## config.mk

```make
export PLATFORM = sky130hd
export DESIGN_NAME = json_line_framer_nesting_guard_core
export DESIGN_NICKNAME = d
export VERILOG_FILES = /design/src/rtl/jlfng_pkg.sv /design/src/rtl/jlfng_in_reg.sv /design/src/rtl/jlfng_scan.sv /design/src/rtl/json_line_framer_nesting_guard_core.sv
export SDC_FILE = /design/constraint.sdc
export NUM_CORES = 1
export LEC_CHECK = 0
export BUFFER_PORTS_ARGS = -buffer_cell sky130_fd_sc_hd__buf_2
export CAP_MARGIN = 20
export CORE_MARGIN = 3
export CORE_UTILIZATION = 50
export CTS_BUF_LIST = sky130_fd_sc_hd__clkbuf_16
export DETAILED_ROUTE_END_ITERATION = 10
export MAX_ROUTING_LAYER = met4
export PLACE_DENSITY_LB_ADDON = 0.3
export SYNTH_ARGS = -nofsm -noshare
export SYNTH_HDL_FRONTEND = slang
export SYNTH_HIERARCHICAL = 1
export SYNTH_SLANG_ARGS = --single-unit
```

## constraint.sdc

```tcl
create_clock -name clk -period 4.1 [get_ports clk]
set_input_delay 0.615 -clock clk [delete_from_list [all_inputs] [get_ports clk]]
set_output_delay 0.615 -clock clk [all_outputs]
set_load 0.005 [all_outputs]
```

## src/rtl/jlfng_pkg.sv

```systemverilog
// Shared types and constants for the line framer with nesting guard.
// Depends on nothing; imported by every module of the block.
package jlfng_pkg;

  localparam int LINE_CAPACITY = 4096;
  localparam int BYTE_W  = 8;
  localparam int LEN_W   = 12;
  localparam int DEPTH_W = 5;
  localparam int MAXD_W  = 4;
  localparam int VERD_W  = 3;

  localparam logic [LEN_W-1:0]  CNT_LIMIT  = LEN_W'(LINE_CAPACITY - 1);
  localparam logic [MAXD_W-1:0] MAXD_RESET = MAXD_W'(8);

  localparam logic [BYTE_W-1:0] CH_NUL    = 8'h00;
  localparam logic [BYTE_W-1:0] CH_LF     = 8'h0A;
  localparam logic [BYTE_W-1:0] CH_CR     = 8'h0D;
  localparam logic [BYTE_W-1:0] CH_QUOTE  = 8'h22;
  localparam logic [BYTE_W-1:0] CH_BSLASH = 8'h5C;
  localparam logic [BYTE_W-1:0] CH_LBRACE = 8'h7B;
  localparam logic [BYTE_W-1:0] CH_RBRACE = 8'h7D;
  localparam logic [BYTE_W-1:0] CH_LBRACK = 8'h5B;
  localparam logic [BYTE_W-1:0] CH_RBRACK = 8'h5D;

  localparam logic [VERD_W-1:0] V_OK         = 3'd0;
  localparam logic [VERD_W-1:0] V_EMPTY      = 3'd1;
  localparam logic [VERD_W-1:0] V_OVERFLOW   = 3'd2;
  localparam logic [VERD_W-1:0] V_TOO_DEEP   = 3'd3;
  localparam logic [VERD_W-1:0] V_UNDERFLOW  = 3'd4;
  localparam logic [VERD_W-1:0] V_OPEN_STR   = 3'd5;
  localparam logic [VERD_W-1:0] V_UNBALANCED = 3'd6;

  localparam logic [1:0] F_NONE     = 2'd0;
  localparam logic [1:0] F_TOO_DEEP = 2'd1;
  localparam logic [1:0] F_UNDER    = 2'd2;

  typedef struct packed {
    logic              eol;
    logic [VERD_W-1:0] verdict;
    logic [LEN_W-1:0]  length;
  } line_res_t;

endpackage

```

## src/rtl/jlfng_in_reg.sv

```systemverilog
// Input register for received bytes.
// Depends on jlfng_pkg.
module jlfng_in_reg (
  input  logic                        clk,
  input  logic                        rst,
  input  logic                        in_valid,
  output logic                        in_ready,
  input  logic [jlfng_pkg::BYTE_W-1:0] in_byte,
  input  logic                        consume,
  output logic                        held_valid,
  output logic [jlfng_pkg::BYTE_W-1:0] held_byte
);
  import jlfng_pkg::*;

  assign in_ready = !held_valid || consume;

  always_ff @(posedge clk) begin
    if (rst) begin
      held_valid <= 1'b0;
    end else if (in_ready) begin
      held_valid <= in_valid;
    end
  end

  always_ff @(posedge clk) begin
    if (in_ready && in_valid) begin
      held_byte <= in_byte;
    end
  end

endmodule

```

## src/rtl/jlfng_scan.sv

```systemverilog
// Line state and per-byte scan: count, overflow, quoting, nesting, verdict.
// Depends on jlfng_pkg.
module jlfng_scan (
  input  logic                         clk,
  input  logic                         rst,
  input  logic [jlfng_pkg::MAXD_W-1:0] max_depth,
  input  logic [jlfng_pkg::BYTE_W-1:0] rx,
  input  logic                         consume,
  output jlfng_pkg::line_res_t         res
);
  import jlfng_pkg::*;

  logic [LEN_W-1:0]   byte_count, byte_count_next;
  logic               overflow_flag, overflow_flag_next;
  logic               in_string, in_string_next;
  logic               after_escape, after_escape_next;
  logic [DEPTH_W-1:0] nesting_depth, nesting_depth_next;
  logic [1:0]         nest_fault, nest_fault_next;
  logic [DEPTH_W-1:0] depth_inc;
  logic               is_open, is_close;

  assign depth_inc = nesting_depth + DEPTH_W'(1);
  assign is_open   = (rx == CH_LBRACE) || (rx == CH_LBRACK);
  assign is_close  = (rx == CH_RBRACE) || (rx == CH_RBRACK);

  always_comb begin
    res.eol    = (rx == CH_LF);
    res.length = byte_count;
    if (overflow_flag) begin
      res.verdict = V_OVERFLOW;
    end else if (byte_count == '0) begin
      res.verdict = V_EMPTY;
    end else if (nest_fault == F_TOO_DEEP) begin
      res.verdict = V_TOO_DEEP;
    end else if (nest_fault == F_UNDER) begin
      res.verdict = V_UNDERFLOW;
    end else if (in_string) begin
      res.verdict = V_OPEN_STR;
    end else if (nesting_depth != '0) begin
      res.verdict = V_UNBALANCED;
    end else begin
      res.verdict = V_OK;
    end
  end

  always_comb begin
    byte_count_next    = byte_count;
    overflow_flag_next = overflow_flag;
    in_string_next     = in_string;
    after_escape_next  = after_escape;
    nesting_depth_next = nesting_depth;
    nest_fault_next    = nest_fault;
    if (rx == CH_LF) begin
      byte_count_next    = '0;
      overflow_flag_next = 1'b0;
      in_string_next     = 1'b0;
      after_escape_next  = 1'b0;
      nesting_depth_next = '0;
      nest_fault_next    = F_NONE;
    end else if (rx == CH_NUL) begin
      overflow_flag_next = 1'b1;
    end else if (rx != CH_CR) begin
      if (!overflow_flag && (byte_count < CNT_LIMIT)) begin
        byte_count_next = byte_count + LEN_W'(1);
        if (nest_fault == F_NONE) begin
          if (in_string) begin
            if (after_escape) begin
              after_escape_next = 1'b0;
            end else if (rx == CH_BSLASH) begin
              after_escape_next = 1'b1;
            end else if (rx == CH_QUOTE) begin
              in_string_next = 1'b0;
            end
          end else if (rx == CH_QUOTE) begin
            in_string_next = 1'b1;
          end else if (is_open) begin
            nesting_depth_next = depth_inc;
            if (depth_inc > DEPTH_W'(max_depth)) begin
              nest_fault_next = F_TOO_DEEP;
            end
          end else if (is_close) begin
            if (nesting_depth == '0) begin
              nest_fault_next = F_UNDER;
            end else begin
              nesting_depth_next = nesting_depth - DEPTH_W'(1);
            end
          end
        end
      end else begin
        overflow_flag_next = 1'b1;
      end
    end
  end

  always_ff @(posedge clk) begin
    if (rst) begin
      byte_count    <= '0;
      overflow_flag <= 1'b0;
      in_string     <= 1'b0;
      after_escape  <= 1'b0;
      nesting_depth <= '0;
      nest_fault    <= F_NONE;
    end else if (consume) begin
      byte_count    <= byte_count_next;
      overflow_flag <= overflow_flag_next;
      in_string     <= in_string_next;
      after_escape  <= after_escape_next;
      nesting_depth <= nesting_depth_next;
      nest_fault    <= nest_fault_next;
    end
  end

  a_escape_in_string: assert property (@(posedge clk) disable iff (rst)
    after_escape |-> in_string)
    else $error("escape flag set outside a string");

  a_depth_bound: assert property (@(posedge clk) disable iff (rst)
    nesting_depth <= DEPTH_W'(16))
    else $error("nesting depth beyond guard range");

  a_fault_freezes: assert property (@(posedge clk) disable iff (rst)
    (nest_fault != F_NONE) && !(consume && (rx == CH_LF))
    |=> $stable(nesting_depth) && $stable(in_string))
    else $error("scan advanced after a nest fault");

  a_eol_clears: assert property (@(posedge clk) disable iff (rst)
    consume && (rx == CH_LF)
    |=> (byte_count == '0) && !overflow_flag && (nest_fault == F_NONE))
    else $error("line state not cleared at newline");

endmodule

```

## src/rtl/json_line_framer_nesting_guard_core.sv

```systemverilog
// Top level of the line framer with nesting guard: config register,
// result register and glue. Depends on jlfng_pkg, jlfng_in_reg, jlfng_scan.
//
// Usage:
//   Bytes enter on in_valid/in_ready/rx_byte. Every newline byte yields one
//   item on out_valid/out_ready with verdict and line_length; all other
//   bytes (CR, NUL and stored bytes) yield nothing; NUL and stored bytes
//   update the line state, and CR leaves it unchanged.
//   cfg_wr_en/cfg_wr_data write max_depth (reset 8); write it only while idle.
//   Result path: a newline accepted into the input register has its result
//   loaded into the result register once that is free, which raises out_valid.
//   Throughput: one byte per cycle while no newline waits on a full result
//   register; the combinational scan logic between the input and result
//   registers updates the line state as each byte is consumed.
//   Stall: while the result register holds an untaken item, non-newline
//   bytes keep flowing; a newline waits in the input register, and
//   in_ready drops until out_ready frees the result register.
//   Reset (rst, synchronous): clears line state, empties both registers
//   and sets max_depth to 8.
module json_line_framer_nesting_guard_core (
  input  logic                          clk,
  input  logic                          rst,
  input  logic                          in_valid,
  output logic                          in_ready,
  input  logic [jlfng_pkg::BYTE_W-1:0]  rx_byte,
  output logic                          out_valid,
  input  logic                          out_ready,
  output logic [jlfng_pkg::VERD_W-1:0]  verdict,
  output logic [jlfng_pkg::LEN_W-1:0]   line_length,
  input  logic                          cfg_wr_en,
  input  logic [jlfng_pkg::MAXD_W-1:0]  cfg_wr_data
);
  import jlfng_pkg::*;

  logic [MAXD_W-1:0] max_depth;
  logic              held_valid;
  logic [BYTE_W-1:0] held_byte;
  logic              out_free;
  logic              consume;
  line_res_t         res;

  assign out_free = !out_valid || out_ready;
  assign consume  = held_valid && (!res.eol || out_free);

  always_ff @(posedge clk) begin
    if (rst) begin
      max_depth <= MAXD_RESET;
    end else if (cfg_wr_en) begin
      max_depth <= cfg_wr_data;
    end
  end

  jlfng_in_reg u_in (
    .clk        (clk),
    .rst        (rst),
    .in_valid   (in_valid),
    .in_ready   (in_ready),
    .in_byte    (rx_byte),
    .consume    (consume),
    .held_valid (held_valid),
    .held_byte  (held_byte)
  );

  jlfng_scan u_scan (
    .clk       (clk),
    .rst       (rst),
    .max_depth (max_depth),
    .rx        (held_byte),
    .consume   (consume),
    .res       (res)
  );

  always_ff @(posedge clk) begin
    if (rst) begin
      out_valid <= 1'b0;
    end else if (out_free) begin
      out_valid <= held_valid && res.eol;
    end
  end

  always_ff @(posedge clk) begin
    if (out_free && held_valid && res.eol) begin
      verdict     <= res.verdict;
      line_length <= res.length;
    end
  end

endmodule

```

### After elaboration in Yosys (flattened, before gate mapping)

Cells that the tools add are included.

* flip-flop bits (word level): 51
* input port bits: 17
* output and inout bits: 17

* $add $sub $neg: 3
* $lt $le $gt $ge: 2
* equality and inequality tests: 16
* mux-type cells: 52
* reductions and logical operators: 34

Operator list (number)
* two-way mux 5 bit: 10
* two-way mux 12 bit: 4
* == test 8 x 7 -> 1 bit, second input constant: 5
* two-way mux 2 bit: 13
* two-way mux 1 bit: 22
* adder 12 x 1 -> 12 bit, second input constant: 1
* zero test 12 bit: 1
* < comparator 12 bit, second input constant: 1
* AND reduction 10 bit: 1
* two-way mux 3 bit: 3
* AND reduction 9 bit: 1
* nonzero test 3 bit: 3
* == test 8 x 4 -> 1 bit, second input constant: 1
* == test 8 x 6 -> 1 bit, second input constant: 1
* zero test 8 bit: 1
* != test 8 x 4 -> 1 bit, second input constant: 1
* nonzero test 2 bit: 4
* logical AND 1 bit: 6
* != test 2 bit, second input constant: 3
* != test 3 x 2 -> 1 bit, second input constant: 2
* AND reduction 6 bit: 1
* adder 5 x 1 -> 5 bit, second input constant: 1
* > comparator 5 x 4 -> 1 bit: 1
* zero test 5 bit: 1
* other kinds (12): 19

### Depth between registers and ports, before layout

Gate-level depths: netlist of run 1.

* depth in word-level cells: 11
* gate-level depth with buffers: 11
* depth with buffers taken out: 8

### Cells and area by module

The synthesis of run 1 kept the hierarchy.

By module, submodules not included
* jlfng_scan: instances 1, cells each 216, area an instance 1681.6 sq um, sequential area each 440.4 sq um
* json_line_framer_nesting_guard_core: instances 1, cells each 35, area an instance 650.6 sq um, sequential area each 550.5 sq um
* jlfng_in_reg: instances 1, cells each 13, area an instance 295.3 sq um, sequential area each 260.2 sq um

### Worst setup path before layout of run 1

Ideal clock, no wire load.

* kind: reg-to-reg
* start: register u_in/held_byte[7] (netlist bit)
* end: register u_scan.byte_count[10]
* arrival: 2.994 ns
* data required time: 4.041 ns
* slack: 1.046 ns
* stages on the path, launching flop included: 10
* buffers on the path: 1
* period minus slack after synthesis: 3.054 ns
* cells stage by stage: edfxtp_1 -> or4_4 -> nor4_4 -> a21boi_0 -> inv_1 -> nor4_4 -> or2_2 -> clkbuf_1 -> or4_1 -> nand2_1

RTL lines
* from (decl): RTL line jlfng_in_reg.sv:11 `output logic [jlfng_pkg::BYTE_W-1:0] held_byte`
* from (signal assigned): RTL line jlfng_in_reg.sv:27 `held_byte <= in_byte;`
* to (signal assigned): RTL line jlfng_scan.sv:104 `byte_count <= byte_count_next;`
* to (decl): RTL line jlfng_scan.sv:13 `logic [LEN_W-1:0] byte_count, byte_count_next;`

==> impl_metrics.py, run 1 <==
metrics = {
    "status": {
        "status": "finished clean",
    },
    "synthesis": {
        "yosysTopAreaCellShare_pct": 26.3,
        "synth_edf_count": 23,
        "synthTopCellsByArea": "edfxtp_1, dfxtp_1, ha_1",
        "ys.flop_type": "dfxtp_1",
        "syn_area_per_cell_um2": 9.95,
        "synth_nets": 289,
        "synth.distinct_cells": 55,
        "yosysTopAreaCell": "edfxtp_1",
        "synth_seq_cells": 51,
        "postSynth.asyncResetShare_pct": 0,
        "synth_area_um2": 2630,
        "ys_warn_count": 6,
        "yosysSeqAreaShare_pct": 47.6,
        "synth_cells": 264,
    },
    "die": {
        "dieArea_um2": 6160,
        "start_util_pct": 53.5,
        "ioPinCount": 34,
        "fp.dieH_um": 78.5,
        "chipWidth_um": 78.5,
        "rows": 25,
        "core_um2": 4910,
    },
    "sta": {
        "hold_ws_ns": 0.490,
        "slew_violations": 0,
        "period_share_pct": 83.5,
        "worstMarginPinSlew_ns": 0.906,
        "rsz0062_at_grt": "no",
        "hold_violations": 0,
        "maxSlewHeadroom_pct": 39.1,
        "worst_clock_skew_ns": 0.00528,
        "fmax_mhz": 292,
        "finalCriticalPeriod_ns": 3.42,
        "setup_viol": 0,
        "final.setup.tns_ns": 0,
    },
    "worst_hold_path": {
        "hold_class": "flip-flop to flip-flop",
        "hold_start": "out_valid$_SDFFE_PP0P_",
        "whs_path_depth": 2,
        "min_to": "out_valid$_SDFFE_PP0P_",
    },
    "route": {
        "drt-total-wl_um": 5420,
        "drtIter0Drc": 163,
        "wire_per_inst_um": 15.0,
        "drt_pass1_iterations": 4,
        "drc": 0,
        "via_count": 2111,
        "ant_nets": 0,
        "viasPerCell": 5.83,
    },
    "clock_tree": {
        "root_buffer": "clkbuf_16",
        "insertion_delay_ns": 0.29,
        "cts_hold_buf": 0,
        "numCtsBuffers": 5,
        "cts_setup_buffers": 0,
        "cts_resized": 0,
        "cts.sinks": 51,
        "htreeDepth": 2,
        "path_clk_slew_ns": 0.07,
        "cts_tree": "yes",
        "cts_max_path_buffers": 2,
    },
    "finish": {
        "layout_common_cells": "buf_2, dfxtp_1, edfxtp_1, nor2_1, o21ai_0",
        "fin_cells": 362,
        "final_area_um2": 3000,
        "drive_above_1_share_pct": 17.6,
        "n_antenna_cell": 0,
        "areaGrowthSynthToFinish_pct": 14.0,
        "fin_nets": 319,
        "layout_commonest_cell": "buf_2",
    },
    "worst_setup_path": {
        "critical_path_class": "flip-flop to flip-flop",
        "critPathLaunchType": "flip-flop",
        "worstReg2RegStart": "u_in/held_byte[7]$_DFFE_PP_",
        "arrival_ns": 3.64,
        "worstRegToRegCells": 8,
        "path_max_fanout": 20,
        "rrSetupSlack_ns": 0.68,
        "worst_setup_path_end_kind": "flip-flop",
        "r2r_end": "u_scan/byte_count[4]$_SDFFE_PP0P_",
        "cp.required_ns": 4.32,
    },
    "placed_design": {
        "numPortBuffers": 33,
        "post_dp_cell_area_um2": 2830,
        "place_inst": 354,
        "gp_congestion": 0.930,
        "hpwl_um": 3800,
    },
    "global_route": {
        "grtUsageTotal_pct": 19.7,
        "antenna_found_initial": 0,
        "first_global_vias": 2014,
        "overflow": 0,
        "grt_max_degree": 25,
        "grt_pass1_wl_um": 9380,
    },
    "pwr": {
        "p_per_area_nw_per_um2": 364,
        "power_w": 0.00109,
        "ir_worst_vdd_uv": 219,
        "leakagePower_nw": 1.13,
    },
    "flow_run": {
        "cap_violations": 0,
    },
}
cells in the mapped netlist (2+ instances only):
cell,n
and4b_1,2
and3_1,3
nand2b_1,5
nand4_1,4
o31ai_1,5
o211ai_1,2
clkbuf_1,7
nor4_1,3
dfxtp_1,28
nand4b_1,2
mux2i_1,5
or3_1,10
nand3_1,12
nand2_1,14
a21oi_1,13
ha_1,8
or4_1,4
nand3b_1,4
edfxtp_1,23
a41oi_1,3
nor2b_1,4
nor2_1,19
a211o_1,2
xnor2_1,2
and3b_1,2
buf_2,2
xor2_1,4
inv_1,15
a31oi_1,4
nor4b_1,2
o21ai_0,18
a2111oi_0,3
buf_6,2
a32oi_1,2
nor4_4,2
nor3_1,5
flip-flops by register name, indices dropped and copies added, names as in the netlist:
| name | count |
|---|---|
| out_valid | 1 |
| u_scan/in_string | 1 |
| verdict | 3 |
| u_scan/byte_count | 12 |
| max_depth | 4 |
| u_in/held_byte | 8 |
| u_scan/nest_fault | 2 |
| u_scan/nesting_depth | 5 |
| u_in/held_valid | 1 |
| line_length | 12 |
| u_scan/overflow_flag | 1 |
| u_scan/after_escape | 1 |
power by group:
part,switching [W],internal [W]
combinational,0.0000374,0.0000270
clock,0.000185,0.000290
sequential,0.0000122,0.000540
worst max-delay path, cell delays in order, from the launching register on:
cell      delay (ns)
edfxtp_1        0.43
or4_4           0.61
nor4_4          0.45
a21boi_0        0.43
inv_1           0.26
nor4_4          0.09
a31oi_2         0.64
o21ai_0         0.25
a21oi_1         0.17
area by class of cell:
cell class | count | area, µm²
Fill cell | 417 | 1910
Multi-Input combinational cell | 187 | 1260
Sequential cell | 51 | 1250
Timing Repair Buffer | 34 | 173
Clock buffer | 5 | 125
Tap cell | 67 | 83.8
Inverter | 15 | 56.3
Clock inverter | 3 | 46.3
layer usage:
layer,vias up,GRT usage [%],routed length [µm]
li1,1055,-,-
met1,984,24.8,2530
met2,65,31.5,2550
met3,7,4.24,274
met4,0,6.99,68
met5,-,-,0
worst max-delay path by stage:
stage	startpoint	end	slack (ns)
floorplan	u_in/held_byte[7]$_DFFE_PP_	u_scan/byte_count[10]$_SDFFE_PP0P_	1.05
global placement	u_in/held_byte[7]$_DFFE_PP_	u_scan/byte_count[10]$_SDFFE_PP0P_	0.94
detailed placement	u_in/held_byte[7]$_DFFE_PP_	u_scan/byte_count[4]$_SDFFE_PP0P_	0.78
CTS	u_in/held_byte[7]$_DFFE_PP_	u_scan/byte_count[4]$_SDFFE_PP0P_	0.71
global route	u_in/held_byte[7]$_DFFE_PP_	u_scan/byte_count[4]$_SDFFE_PP0P_	0.42
finish	u_in/held_byte[7]$_DFFE_PP_	u_scan/byte_count[4]$_SDFFE_PP0P_	0.68
kinds of logic after synthesis:
| kind of cell | Yosys count | synth area share, % |
|---|---|---|
| adders and majority gates | 9 | 4.19 |
| AOI/OAI and AO/OA | 63 | 15.9 |
| DFF | 51 | 47.6 |
| and+or+nand+nor | 104 | 24.0 |
| xor gates and xnor gates | 6 | 2.00 |
| buffers and inverters | 26 | 4.38 |
| muxes | 5 | 1.90 |
per-stage QoR:
step	setup WS (ns)	util, %
floorplan	1.05	-
global placement	0.944	57.5
detailed placement	0.782	57.5
CTS	0.714	61.0
global route	0.416	61.0
finish	0.678	61.0
(Power assumes the default switching activity.)
==> run 2: changes to the inputs <==
==> constraint.sdc (replaced) <==
create_clock -name clk -period 3.1 [get_ports clk]
set_input_delay 0.465 -clock clk [delete_from_list [all_inputs] [get_ports clk]]
set_output_delay 0.465 -clock clk [all_outputs]
set_load 0.005 [all_outputs]
==> run 2 against run 1 <==
Sequential power up 32%. Fmax is 22% higher. Cell area increased by 0.58%. Utilization increased by 0.36 points. Critical path depth increased by 1. Flip-flop and latch count unchanged. Hold slack lost 0.14 ns. Largest power group unchanged.
==> impl_metrics.py, run 2 (synthesis results as in run 1) <==
metrics = {
    "pwr": {
        "switchingPower_w": 0.000287,
        "p_per_area_nw_per_um2": 470,
        "ir_worst_vdd_uv": 244,
        "power_w": 0.00142,
        "switching_share_pct": 20.2,
        "p_comb_share_pct": 6.1,
        "intPower_w": 0.00113,
        "leakagePower_nw": 1.15,
        "pwr-share-clk_pct": 42.2,
        "power_frac_seq_pct": 51.6,
    },
    "route": {
        "viasPerCell": 5.81,
        "via_count": 2119,
        "drc": 0,
        "drt_pass1_iterations": 4,
        "drtIter0Drc": 180,
        "drt-total-wl_um": 5350,
        "ant_nets": 0,
        "wire_per_inst_um": 14.6,
    },
    "die": {
        "chipWidth_um": 78.5,
        "ioPinCount": 34,
        "start_util_pct": 53.5,
        "dieArea_um2": 6160,
        "fp.dieH_um": 78.5,
        "core_um2": 4910,
        "rows": 25,
    },
    "worst_setup_path": {
        "critPathMaxStageDelay_ns": 0.52,
        "cpMaxStageDelayCell": "edfxtp_1",
        "path_max_fanout": 13,
        "worst_setup_path_end_kind": "flip-flop",
        "arrival_ns": 3.01,
        "critical_path_class": "flip-flop to flip-flop",
        "cp_cell_sequence": "inv_1, nor4_4, a21boi_0, inv_1, nor4_4, a31oi_2, buf_4, or4_1, a21oi_1",
        "critPathLaunchType": "flip-flop",
        "cp.required_ns": 3.32,
    },
    "clock_tree": {
        "cts.sinks": 51,
        "insertion_delay_ns": 0.29,
        "cts_resized": 0,
        "cts_hold_buf": 0,
        "path_clk_slew_ns": 0.07,
        "cts_setup_buffers": 0,
        "numCtsBuffers": 5,
        "cts_tree": "yes",
        "cts_max_path_buffers": 2,
        "htreeDepth": 2,
        "root_buffer": "clkbuf_16",
    },
    "finish": {
        "n_antenna_cell": 0,
        "fillCellCount": 426,
        "areaGrowthSynthToFinish_pct": 14.7,
        "drive_above_1_share_pct": 18.1,
        "layout_common_cells": "buf_2, dfxtp_1, edfxtp_1, nor2_1, o21ai_0",
        "reg_top3": "line_length (12), u_scan/byte_count (12), u_in/held_byte (8)",
        "fin_nets": 322,
        "layout_commonest_cell": "buf_2",
    },
    "global_route": {
        "first_global_vias": 1960,
        "use_met2_pct": 28.7,
        "grt_max_degree": 25,
        "overflow": 0,
        "grt_pass1_wl_um": 8890,
        "met1_usage_pct": 23.6,
        "grt_use_met3_pct": 3.78,
        "antenna_found_initial": 0,
        "top_usage_layer": "met2",
        "grtUsageTotal_pct": 18.5,
    },
    "placed_design": {
        "gp_congestion": 0.924,
        "numPortBuffers": 33,
        "hpwl_um": 3910,
    },
    "sta": {
        "worstMarginPinSlew_ns": 0.625,
        "rsz0062_at_grt": "no",
        "maxSlewHeadroom_pct": 57.7,
        "period_share_pct": 90.2,
        "finalCriticalPeriod_ns": 2.80,
        "final.setup.tns_ns": 0,
        "slew_violations": 0,
        "hold_violations": 0,
        "worst_clock_skew_ns": 0.00751,
        "setup_viol": 0,
        "fmax_mhz": 358,
    },
    "worst_hold_path": {
        "hold_class": "input port to flip-flop",
    },
    "status": {
        "status": "finished clean",
    },
    "flow_run": {
        "cap_violations": 0,
    },
}
-- run 2: area by class of cell --
type	count	area, µm²	share of cell area, %
clock inverters	3	41.3	1.37
well taps	67	83.8	2.78
clock buffers	5	125	4.15
flip-flops and latches	51	1250	41.5
inverters	15	56.3	1.87
repair buffers	37	195	6.48
multi-input cells	187	1260	41.8
-- run 2: per-layer routing --
metal | part of all wire, % | wire (µm)
met1 | 47 | 2500
met3 | 5.3 | 284
met5 | 0 | 0
met4 | 0.97 | 52
met2 | 47 | 2510
-- run 2: stage by stage --
step / worst slack, ns / util (%) / area [µm²] / hold slack [ns] / cells
CTS: 0.360 / 61.4 / 3010 / 0.343 / 365
finish: 0.304 / 61.4 / 3010 / 0.350 / 365
global route: 0.127 / 61.4 / 3010 / 0.341 / 365
detailed placement: 0.401 / 58.0 / 2850 / 0.476 / 357
global placement: 0.473 / 58.0 / 2850 / 0.465 / 357
floorplan: 0.0465 / - / 2630 / 0.460 / 264
-- run 2: power by group through the flow --
stage	logic [W]	registers [W]	clock network [W]
finish	0.0000869	0.000731	0.000598
global placement	0.0000837	0.000744	0
detailed placement	0.0000860	0.000746	0
global route	0.0000963	0.000733	0.000636
CTS	0.0000864	0.000731	0.000608
floorplan	0.0000684	0.000737	0
-- run 2: critical path: cells and delay by family (launching register included) --
family	cells	cell delay, ns
AO/OA/AOI/OAI	3	0.57
buffers and inverters	3	0.67
flip-flops	1	0.52
AND/OR/NAND/NOR	3	0.98
-- run 2: worst paths after layout --
path | start | end | slack (ns) | cells past startpoint
worst max-delay path | u_in/held_byte[3]$_DFFE_PP_ | u_scan/byte_count[9]$_SDFFE_PP0P_ | 0.30 | 9
worst min-delay path | rx_byte[3] | u_in/held_byte[3]$_DFFE_PP_ | 0.35 | 1
worst max register to register | u_in/held_byte[3]$_DFFE_PP_ | u_scan/byte_count[9]$_SDFFE_PP0P_ | 0.30 | 9
worst min register to register | out_valid$_SDFFE_PP0P_ | out_valid$_SDFFE_PP0P_ | 0.48 | 2
==> run 3: changes to the inputs <==
--- a/config.mk
+++ b/config.mk
@@ -13,6 +13,7 @@
 export DETAILED_ROUTE_END_ITERATION = 10
 export MAX_ROUTING_LAYER = met4
 export PLACE_DENSITY_LB_ADDON = 0.3
+export REMOVE_ABC_BUFFERS = 1
 export SYNTH_ARGS = -nofsm -noshare
 export SYNTH_HDL_FRONTEND = slang
 export SYNTH_HIERARCHICAL = 1
==> run 3 against run 2 <==
Count of clock-buffer cells in the layout stayed put. First-iteration DRC count is 23% higher. Clock power is 3% higher. Cell area is 0.29% higher. Register-to-register slack better by 0.08 ns. Routed wire length is 2.7% lower. Non-clock buffer count is 1 higher. Combinational power is 2% higher. Hold slack better by 0.0016 ns. Via count is 0.47% lower. Flip-flop and latch count stayed put.
==> impl_metrics.py, run 3 (synthesis results as in run 1) <==
metrics = {
    "finish": {
        "register_area_um2": 1250,
        "layout_common_cells": "buf_2, dfxtp_1, edfxtp_1, nor2_1, o21ai_0",
        "layout_commonest_cell": "buf_2",
        "multi_input_comb_area_um2": 1260,
        "fin_nets": 323,
        "final_util_pct": 61.6,
        "fillCellCount": 426,
        "reg_top3": "line_length (12), u_scan/byte_count (12), u_in/held_byte (8)",
        "areaGrowthSynthToFinish_pct": 15.0,
        "drive_above_1_share_pct": 18.4,
        "n_antenna_cell": 0,
    },
    "global_route": {
        "grtUsageTotal_pct": 17.9,
        "grt_pass1_wl_um": 8660,
        "overflow": 0,
        "first_global_vias": 1875,
        "antenna_found_initial": 0,
        "grt_max_degree": 25,
    },
    "sta": {
        "setup_viol": 0,
        "maxSlewHeadroom_pct": 59.5,
        "hold_violations": 0,
        "period_share_pct": 87.7,
        "worstMarginPinSlew_ns": 0.592,
        "fmax_mhz": 368,
        "worst_clock_skew_ns": 0.00245,
        "rsz0062_at_grt": "no",
        "final.setup.tns_ns": 0,
        "finalCriticalPeriod_ns": 2.72,
        "slew_violations": 0,
    },
    "worst_setup_path": {
        "path_common_cell": "nor4_4",
        "cpMaxStageDelayCell": "or4_4",
        "critical_path_class": "flip-flop to flip-flop",
        "cp.required_ns": 3.33,
        "critPathLaunchType": "flip-flop",
        "arrival_ns": 2.95,
        "worst_setup_path_end_kind": "flip-flop",
        "critPathMaxStageDelay_ns": 0.61,
        "path_max_fanout": 11,
        "cp_cell_sequence": "or4_4, nor4_4, a21boi_0, inv_1, nor4_4, or2_2, or4_1, nand2_1",
    },
    "placed_design": {
        "hpwl_um": 3710,
        "gp_congestion": 0.913,
        "numPortBuffers": 33,
    },
    "clock_tree": {
        "numCtsBuffers": 5,
        "cts_max_path_buffers": 2,
        "cts_hold_buf": 0,
        "cts_setup_buffers": 0,
        "cts.sinks": 51,
        "insertion_delay_ns": 0.29,
        "cts_tree": "yes",
        "htreeDepth": 2,
        "cts_resized": 0,
        "root_buffer": "clkbuf_16",
        "path_clk_slew_ns": 0.06,
    },
    "die": {
        "core_um2": 4910,
        "start_util_pct": 53.5,
        "dieArea_um2": 6160,
        "ioPinCount": 34,
        "chipWidth_um": 78.5,
        "fp.dieH_um": 78.5,
        "rows": 25,
    },
    "route": {
        "wire_per_inst_um": 14.2,
        "drt-total-wl_um": 5200,
        "drc": 0,
        "via_count": 2109,
        "viasPerCell": 5.76,
        "drtIter0Drc": 222,
        "drt_pass1_iterations": 4,
        "ant_nets": 0,
    },
    "pwr": {
        "power_frac_seq_pct": 50.9,
        "leakagePower_nw": 1.15,
        "intPower_w": 0.00113,
        "switchingPower_w": 0.000302,
        "p_comb_share_pct": 6.2,
        "p_per_area_nw_per_um2": 475,
        "pwr-share-clk_pct": 43.0,
        "switching_share_pct": 21.0,
        "ir_worst_vdd_uv": 286,
    },
    "flow_run": {
        "cap_violations": 0,
    },
    "status": {
        "status": "finished clean",
    },
    "worst_hold_path": {
        "hold_class": "input port to flip-flop",
    },
}
run 3: cell types whose count changed in the layout (fill, tap and decap cells not counted):
cell,before,now
buf_4,4,5
clkinv_1,0,1
inv_1,16,15
clkinvlp_4,1,0
inv_6,0,1
run 3: stage by stage:
| step | instance area, µm² | cells | power, W | hold slack, ns | setup WS (ns) |
|---|---|---|---|---|---|
| floorplan | 2570 | 253 | 0.000796 | 0.460 | 0.158 |
| global placement | 2860 | 358 | 0.000829 | 0.470 | 0.476 |
| global route | 3020 | 366 | 0.00149 | 0.343 | 0.263 |
| finish | 3020 | 366 | 0.00144 | 0.351 | 0.382 |
| detailed placement | 2860 | 358 | 0.000832 | 0.477 | 0.408 |
| CTS | 3020 | 366 | 0.00145 | 0.345 | 0.386 |
run 3: critical path: cells and delay by family, from the launching register on:
kind / cells / cell delay [ns]
AOI/OAI and AO/OA: 1 / 0.15
buffers and inverters: 1 / 0.16
DFF: 1 / 0.43
and+or+nand+nor: 6 / 1.93
run 3: per-layer routing:
layer | wire, µm | GRT usage, %
met2 | 2320 | 26.2
met5 | 0 | -
met3 | 249 | 2.75
met1 | 2530 | 24.7
met4 | 94 | 7.69
run 3: area by class of cell:
| type | count | area share, % |
|---|---|---|
| repair buffers | 38 | 6.71 |
| clock inverters | 3 | 1.41 |
| well taps | 67 | 2.77 |
| clock buffers | 5 | 4.14 |
| flip-flops and latches | 51 | 41.4 |
| inverters | 15 | 1.86 |
| multi-input cells | 187 | 41.7 |
run 3: worst paths after layout:
kind                               start                                 end  slack, ns  cells past startpoint
max          u_in/held_byte[7]$_DFFE_PP_  u_scan/byte_count[10]$_SDFFE_PP0P_       0.38                      8
min reg2reg       out_valid$_SDFFE_PP0P_              out_valid$_SDFFE_PP0P_       0.49                      2
min                           rx_byte[2]         u_in/held_byte[2]$_DFFE_PP_       0.35                      1
max reg2reg  u_in/held_byte[7]$_DFFE_PP_  u_scan/byte_count[10]$_SDFFE_PP0P_       0.38                      8
run 3: power by group through the flow:
stage / logic (W) / registers, W / clock network, W
after floorplan: 0.0000554 / 0.000741 / 0
after global placement: 0.0000848 / 0.000744 / 0
after detailed placement: 0.0000870 / 0.000745 / 0
after CTS: 0.0000880 / 0.000730 / 0.000632
after global routing: 0.0000979 / 0.000732 / 0.000657
final: 0.0000885 / 0.000730 / 0.000617
